## src/rtl/core/dtc_pipe_div.sv

```systemverilog
// ============================================================================
// dtc_pipe_div
// Pipelined restoring divider, one quotient bit per stage, with sideband.
// ============================================================================
module dtc_pipe_div #(
   parameter int W   = 28,
   parameter int DVW = 16,
   parameter int QB  = 12,
   parameter int SW  = 1
) (
   input  logic           clock,
   input  logic           reset,
   input  logic           en,
   input  logic           in_valid,
   input  logic [W-1:0]   dividend,
   input  logic [DVW-1:0] divisor,
   input  logic [SW-1:0]  side_in,
   output logic           out_valid,
   output logic [QB-1:0]  quotient,
   output logic [SW-1:0]  side_out
);

   logic [W-1:0]   rem_ff  [QB-1];
   logic [DVW-1:0] dvs_ff  [QB-1];
   logic [QB-1:0]  quo_ff  [QB];
   logic [SW-1:0]  side_ff [QB];
   logic           vld_ff  [QB];

   for (genvar s = 0; s < QB; s++) begin : g_stage
      localparam int SH = QB - 1 - s;
      logic [W-1:0]   rem_prev;
      logic [DVW-1:0] dvs_prev;
      logic [QB-1:0]  quo_prev;
      logic [SW-1:0]  side_prev;
      logic           vld_prev;
      logic [W-1:0]   trial;
      logic           ge;
      logic [QB-1:0]  quo_in;

      if (s == 0) begin : g_first
         assign rem_prev  = dividend;
         assign dvs_prev  = divisor;
         assign quo_prev  = '0;
         assign side_prev = side_in;
         assign vld_prev  = in_valid;
      end else begin : g_next
         assign rem_prev  = rem_ff[s-1];
         assign dvs_prev  = dvs_ff[s-1];
         assign quo_prev  = quo_ff[s-1];
         assign side_prev = side_ff[s-1];
         assign vld_prev  = vld_ff[s-1];
      end

      assign trial = W'(dvs_prev) << SH;
      assign ge    = rem_prev >= trial;

      always_comb begin
         quo_in     = quo_prev;
         quo_in[SH] = ge;
      end

      always_ff @(posedge clock) begin
         if (reset) begin
            vld_ff[s] <= 1'b0;
         end else if (en) begin
            vld_ff[s] <= vld_prev;
         end
      end

      always_ff @(posedge clock) begin
         if (en) begin
            quo_ff[s]  <= quo_in;
            side_ff[s] <= side_prev;
         end
      end

      if (s < QB - 1) begin : g_rem
         always_ff @(posedge clock) begin
            if (en) begin
               rem_ff[s] <= ge ? rem_prev - trial : rem_prev;
               dvs_ff[s] <= dvs_prev;
            end
         end
      end
   end

   assign out_valid = vld_ff[QB-1];
   assign quotient  = quo_ff[QB-1];
   assign side_out  = side_ff[QB-1];

endmodule

```

## config.mk

```make
export PLATFORM = sky130hd
export DESIGN_NAME = dtc_pipe_div
export DESIGN_NICKNAME = d
export VERILOG_FILES = /design/src/rtl/core/dtc_pipe_div.sv
export SDC_FILE = /design/constraint.sdc
export NUM_CORES = 1
export LEC_CHECK = 0
export ABC_CLOCK_PERIOD_IN_PS = 4700
export CORE_ASPECT_RATIO = 1.25
export CORE_MARGIN = 1.5
export CORE_UTILIZATION = 64
export CTS_CLUSTER_DIAMETER = 200
export DETAILED_ROUTE_END_ITERATION = 7
export DONT_BUFFER_PORTS = 1
export GPL_ROUTABILITY_DRIVEN = 0
export GPL_TIMING_DRIVEN = 0
export PLACE_DENSITY = 0.8
export SLEW_MARGIN = 20
export SYNTH_ARGS = -nofsm -noshare
export SYNTH_HDL_FRONTEND = slang
export SYNTH_SLANG_ARGS = --single-unit
```

## constraint.sdc

```tcl
create_clock -name clock -period 4.7 [get_ports clock]
set_input_delay 0.235 -clock clock [delete_from_list [all_inputs] [get_ports clock]]
set_output_delay 0.235 -clock clock [all_outputs]
set_load 0.01 [all_outputs]
```

### Word level (Yosys, flattened, before mapping)

Memory sizes are Yosys's and may differ from the RTL's.
Cells that the tools add are included.

* output and inout port bits: 14
* flip-flop bits (word level): 0
* word-level logic and storage cells: 69
* memories kept: 5
* RAM bits: 652

Memories
* rem_ff: depth 11, bits a word 28, read ports 11, clocked after memory_dff 0, wr ports 11, line 23 `logic [W-1:0] rem_ff [QB-1];`
* dvs_ff: depth 11, bits a word 16, read ports 11, clocked after memory_dff 0, wr ports 11, line 24 `logic [DVW-1:0] dvs_ff [QB-1];`
* quo_ff: depth 12, bits a word 12, read ports 12, clocked after memory_dff 0, wr ports 12, line 25 `logic [QB-1:0] quo_ff [QB];`
* side_ff: depth 12, bits a word 1, read ports 12, clocked after memory_dff 0, wr ports 12, line 26 `logic [SW-1:0] side_ff [QB];`
* vld_ff: depth 12, bits a word 1, read ports 12, clocked after memory_dff 0, wr ports 12, line 27 `logic vld_ff [QB];`

* bitwise operators: 12
* add/sub/neg operators: 11
* order comparisons: 12
* mux-type cells: 29

Operators by type and width (count)
* 28-bit two-way mux: 11
* 28-bit by 16-bit >= comparator with 1-bit output: 1
* 28-bit by 17-bit >= comparator with 1-bit output: 1
* 28-bit by 18-bit >= comparator with 1-bit output: 1
* 28-bit by 19-bit >= comparator with 1-bit output: 1
* 28-bit by 20-bit >= comparator with 1-bit output: 1
* 28-bit by 21-bit >= comparator with 1-bit output: 1
* 28-bit by 22-bit >= comparator with 1-bit output: 1
* 28-bit by 23-bit >= comparator with 1-bit output: 1
* 28-bit by 24-bit >= comparator with 1-bit output: 1
* 28-bit by 25-bit >= comparator with 1-bit output: 1
* 28-bit by 26-bit >= comparator with 1-bit output: 1
* 28-bit by 27-bit >= comparator with 1-bit output: 1
* 28-bit by 17-bit subtractor with 28-bit output: 1
* 28-bit by 18-bit subtractor with 28-bit output: 1
* 28-bit by 19-bit subtractor with 28-bit output: 1
* 28-bit by 20-bit subtractor with 28-bit output: 1
* 28-bit by 21-bit subtractor with 28-bit output: 1
* 28-bit by 22-bit subtractor with 28-bit output: 1
* 28-bit by 23-bit subtractor with 28-bit output: 1
* 28-bit by 24-bit subtractor with 28-bit output: 1
* 28-bit by 25-bit subtractor with 28-bit output: 1
* 28-bit by 26-bit subtractor with 28-bit output: 1
* 28-bit by 27-bit subtractor with 28-bit output: 1
* 2 further kinds: 30

### Depth between registers and ports, before layout

* word-level depth: 4
* mapped depth: 14
* mapped depth without buffers: 13

### Worst setup path after synthesis

OpenSTA, ideal clock, no wires.

* path type: register to register
* start: memory rem_ff[4][6]
* end: memory rem_ff[5][26], data pin
* path slack: 1644 ps
* clock period less this slack: 3056 ps
* library setup time: 279 ps
* stages on the path, launching flop included: 13
* data arrival time: 2776 ps
* path through: edfxtp_1 inv_1 ha_1 inv_1 fa_1 a21oi_1 o21ai_0 a2111oi_0 nor3_1 o21ai_0 nand2b_1 a2111oi_0 xor2_1

RTL lines (line)
* start: declaration: 23

==> impl_metrics.yaml <==
synthesis:
  synth.cell_area_sq_um: 30700
  synthMuxAreaShare_pct: 2.06
  synth_area_per_cell_sq_um: 11.8
  yosysWarnings: 0
  syn-instance-count: 2594
  synth_enable_flop_cells: 586
  synth_top_flop_cell: "sky130_fd_sc_hd__edfxtp_1"
  synth-simple-area-share_pct: 11.0
  synth_fa_ha_area_share_pct: 8.53
  seq_area_frac_synth_pct: 57.3
  synth_top_family_by_area: "compound AO/OA/AOI/OAI gates"
  xor_and_xnor_area_share_after_synthesis_pct: 5.27
  postSynthRegisterBits: 586
  synth.lib_cells_used.distinct: 78
  ys_async_sr_fraction_pct: 0
  postSynthNetCount: 2846
  synth_area_in_compound_gates_pct: 12.2
detailed_routing:
  drt-total-wl_mm: 62.3
  route.detailed.vias_per_inst: 6.06
  via_count: 20500
  drt_iter0_markers: 1196
  remaining_drc_errors: 0
  drt_first_pass_iters: 5
  ant_nets: 0
  routedWlPerCell_microns: 18.4
final_layout:
  drive_above_1_share_pct: 6.85
  layout.core_utilization_pct: 71.5
  sequential_cell_area_sq_um: 17600
  layout-area-overhead-vs-synth_pct: 10.2
  antenna_fix_cells: 0
  count_of_filler_cells_inserted_in_the_layout: 3002
  multiInputGateArea_sq_um: 12000
  finish.net_count: 2951
setup_path:
  worstPathMaxFanout: 10
  critical_path.max_stage_delay_ns: 0.88
  worst_setup_path_start_kind: "flip-flop"
  critPathCaptureType: "flip-flop"
  critical_path_arrival_ns: 4.78
  cell_type_with_the_highest_occurrence_count_on_the_critical_path: "sky130_fd_sc_hd__clkbuf_1"
  critical-path-slowest-cell: "sky130_fd_sc_hd__nor4_1"
  crit-reg2reg-launch: "rem_ff[1][11]"
  timing.critical_path.from: "rem_ff[1][11]"
  worst-endpoint-required_ns: 5.03
  crit_chain: "ha_1 -> nor4bb_1 -> nand4_1 -> nor4_1 -> a221oi_1 -> o31ai_1 -> clkbuf_1 -> clkbuf_1 -> a21oi_1"
  critical_path_class: "flip-flop to flip-flop"
timing:
  setup-violations-final: 0
  rsz0062_at_grt: "no"
  worst_slew_pin_slew_ns: 2.20
  finClkSkew_ns: 0.0189
  final-max-slew-violation-count: 393
  fin_setup_tns_ns: 0
  timing.fmax_ghz: 0.225
  timing.hold.ws_ns: -0.254
  final_hold_viol_count: 21
  slew_headroom_pct: -46.6
  final.setup.worst_slack_ns: 0.248
  finalWorstPathRequiredPeriod_ns: 4.45
  final_period_utilization_pct: 94.7
clocking:
  maximum_level_of_the_cts_h_tree: 2
  path_clk_slew_ns: 0.06
  cts-resized-gates: 0
  clock_tree_from_tritoncts: "done"
  clkLatencyLatePin_ns: 0.63
  cts_num_sinks: 586
  cts_inserted_buffers: 56
  clk_path_buf_depth: 3
  cts_setup_buffers: 0
  cell_at_the_root_of_the_clock_tree: "sky130_fd_sc_hd__clkbuf_16"
  cts-hold-fix-buffers: 47
global_routing:
  overflow: 0
  antenna_violations_before_repair: 0
  grt_pass1_wl_mm: 99.1
  vias_in_the_first_global_route: 21600
  grt_start_max_net_pins: 577
  global_route.usage.total_pct: 25.6
min_path:
  holdCritStartpoint: "en"
  hold_path_class: "input port to flip-flop"
floorplan:
  floorplan.die.width_microns: 199
  core_area_sq_um: 47300
  floorplan.initialDensity_pct: 64.9
  dieHeight_microns: 248
  fp-row-count: 89
  fp.dieArea_sq_um: 49300
  boundaryPins: 63
run_status:
  violations_in_the_final_reports: "hold timing, slew limit"
  status: "complete, but fails checks"
power:
  static-leakage-power_nw: 13.1
  finalPower_mw: 18.8
  p_per_area_nw_per_um2: 557
  vdd_ir_drop_max_mv: 0.371
place:
  dp_slack_ns: 0.484
  port-buffer-count: 0
  detailedPlacementHpwl_mm: 44.0
job:
  cap_viol_max_count: 0
-- registers in the layout, summed over array words and instances, names as in the netlist --
signal and flops:
rem_ff 308, vld_ff 12, side_ff 12, dvs_ff 176
quo_ff 78
-- path summary, 6_finish.rpt --
check             endpoint  slack [ns]  depth (start not counted)
max          rem_ff[2][23]        0.25                          9
max reg2reg  rem_ff[2][23]        0.25                          9
min reg2reg  side_ff[1][0]        0.41                          0
min          dvs_ff[0][15]       -0.25                          0
-- Yosys cell counts, types with 6 or more instances --
cell                        number  area share [%]
sky130_fd_sc_hd__o21ai_0       142             2.3
sky130_fd_sc_hd__or3_1          26            0.53
sky130_fd_sc_hd__or2_2          21            0.43
sky130_fd_sc_hd__fa_1           11            0.72
sky130_fd_sc_hd__a21o_1         55             1.3
sky130_fd_sc_hd__o211ai_1       16            0.39
sky130_fd_sc_hd__nor4b_1        10            0.28
sky130_fd_sc_hd__nand4_1        22            0.45
sky130_fd_sc_hd__or4_1          13            0.32
sky130_fd_sc_hd__and2_1         19            0.39
sky130_fd_sc_hd__o31ai_1        15            0.37
sky130_fd_sc_hd__a211oi_1       17            0.42
sky130_fd_sc_hd__nand3b_1        8            0.20
sky130_fd_sc_hd__nor2b_1        27            0.55
sky130_fd_sc_hd__nand2b_1       31            0.63
sky130_fd_sc_hd__a21oi_1       202             3.3
sky130_fd_sc_hd__o21bai_1       16            0.39
sky130_fd_sc_hd__nand2_1       154             1.9
sky130_fd_sc_hd__o21a_1         34            0.83
sky130_fd_sc_hd__buf_2          12            0.20
sky130_fd_sc_hd__a31oi_1        26            0.53
sky130_fd_sc_hd__mux2_2         47             1.7
sky130_fd_sc_hd__a2111oi_0       6            0.17
sky130_fd_sc_hd__and3_1         14            0.28
sky130_fd_sc_hd__nand4b_1       10            0.28
sky130_fd_sc_hd__nor3_1         43            0.70
sky130_fd_sc_hd__edfxtp_1      586              57
sky130_fd_sc_hd__clkbuf_1       25            0.31
sky130_fd_sc_hd__inv_1         247             3.0
sky130_fd_sc_hd__xnor2_1        94             2.7
sky130_fd_sc_hd__nand3_1        35            0.57
sky130_fd_sc_hd__a211o_1         6            0.17
sky130_fd_sc_hd__ha_1          192             7.8
sky130_fd_sc_hd__xor2_1         91             2.6
sky130_fd_sc_hd__nor2_1        178             2.2
sky130_fd_sc_hd__o31a_1         16            0.46
sky130_fd_sc_hd__o2111ai_1       8            0.23
sky130_fd_sc_hd__nor4_1         40            0.81
-- where the power goes --
group	internal (mW)	switching, mW
sequential	7.26	0.607
clock	2.63	1.94
combinational	2.82	3.58
total	12.7	6.13
-- kinds of logic after synthesis --
kind of cell | count (synthesis)
compound gates | 604
xor+xnor | 185
fa+ha+maj | 203
buf+inv | 292
flops | 586
mux | 55
simple gates | 669
-- per-stage QoR --
step	instance area, sq um	std cells
after floorplan	30700	2594
after global placement	31500	3231
after detailed placement	31500	3231
after CTS	33900	3380
after global routing	33900	3380
final	33900	3380
-- layer usage --
metal | up-vias | global-route usage (%) | routed length (microns)
li1 | 9806 | - | -
met1 | 9706 | 21.5 | 20100
met2 | 674 | 52.7 | 35300
met3 | 290 | 3.74 | 2320
met4 | 0 | 18.5 | 4500
met5 | - | 0 | 0
-- cell usage in the layout (no fill, tap or decap), types with 11 or more instances in the layout --
cell,Yosys,layout
sky130_fd_sc_hd__edfxtp_1,586,586
sky130_fd_sc_hd__o21ai_0,142,142
sky130_fd_sc_hd__nand2_1,154,154
sky130_fd_sc_hd__o31ai_1,15,15
sky130_fd_sc_hd__inv_1,247,247
sky130_fd_sc_hd__and3_1,14,14
sky130_fd_sc_hd__or3_1,26,26
sky130_fd_sc_hd__a211oi_1,17,17
sky130_fd_sc_hd__and2_1,19,19
sky130_fd_sc_hd__clkbuf_16,0,56
sky130_fd_sc_hd__clkinv_2,0,12
sky130_fd_sc_hd__nand4_1,22,22
sky130_fd_sc_hd__nor4_1,40,40
sky130_fd_sc_hd__xor2_1,91,91
sky130_fd_sc_hd__mux2_2,47,47
sky130_fd_sc_hd__a21o_1,55,55
sky130_fd_sc_hd__a31oi_1,26,26
sky130_fd_sc_hd__a21oi_1,202,202
sky130_fd_sc_hd__xnor2_1,94,94
sky130_fd_sc_hd__o21bai_1,16,16
sky130_fd_sc_hd__dlygate4sd3_1,0,47
sky130_fd_sc_hd__o21a_1,34,34
sky130_fd_sc_hd__nor2_1,178,178
sky130_fd_sc_hd__ha_1,192,192
sky130_fd_sc_hd__o211ai_1,16,16
sky130_fd_sc_hd__buf_2,12,12
sky130_fd_sc_hd__nor3_1,43,43
sky130_fd_sc_hd__nand3_1,35,35
sky130_fd_sc_hd__fa_1,11,11
sky130_fd_sc_hd__o31a_1,16,16
sky130_fd_sc_hd__nand2b_1,31,31
sky130_fd_sc_hd__nor2b_1,27,27
sky130_fd_sc_hd__or4_1,13,13
sky130_fd_sc_hd__clkbuf_1,25,35
sky130_fd_sc_hd__or2_2,21,21
-- critical path: cells and delay by family (launching register included) --
family          cells  cell delay [ns]
simple gates        3             1.37
buf+inv             2             1.22
fa+ha+maj           1             0.43
compound gates      3             0.74
flops               1             0.39
-- layout make-up --
class | count | share of cell area [%]
plain buffers | 42 | 0.532
inverters | 250 | 2.77
repair buffers | 47 | 1.39
clock buffers | 66 | 4.25
flip-flops and latches | 586 | 52.0
well taps | 637 | 2.35
clock inverters | 36 | 1.23
multi-input cells | 1716 | 35.5
No activity file was read; power rests on OpenSTA's default activity.
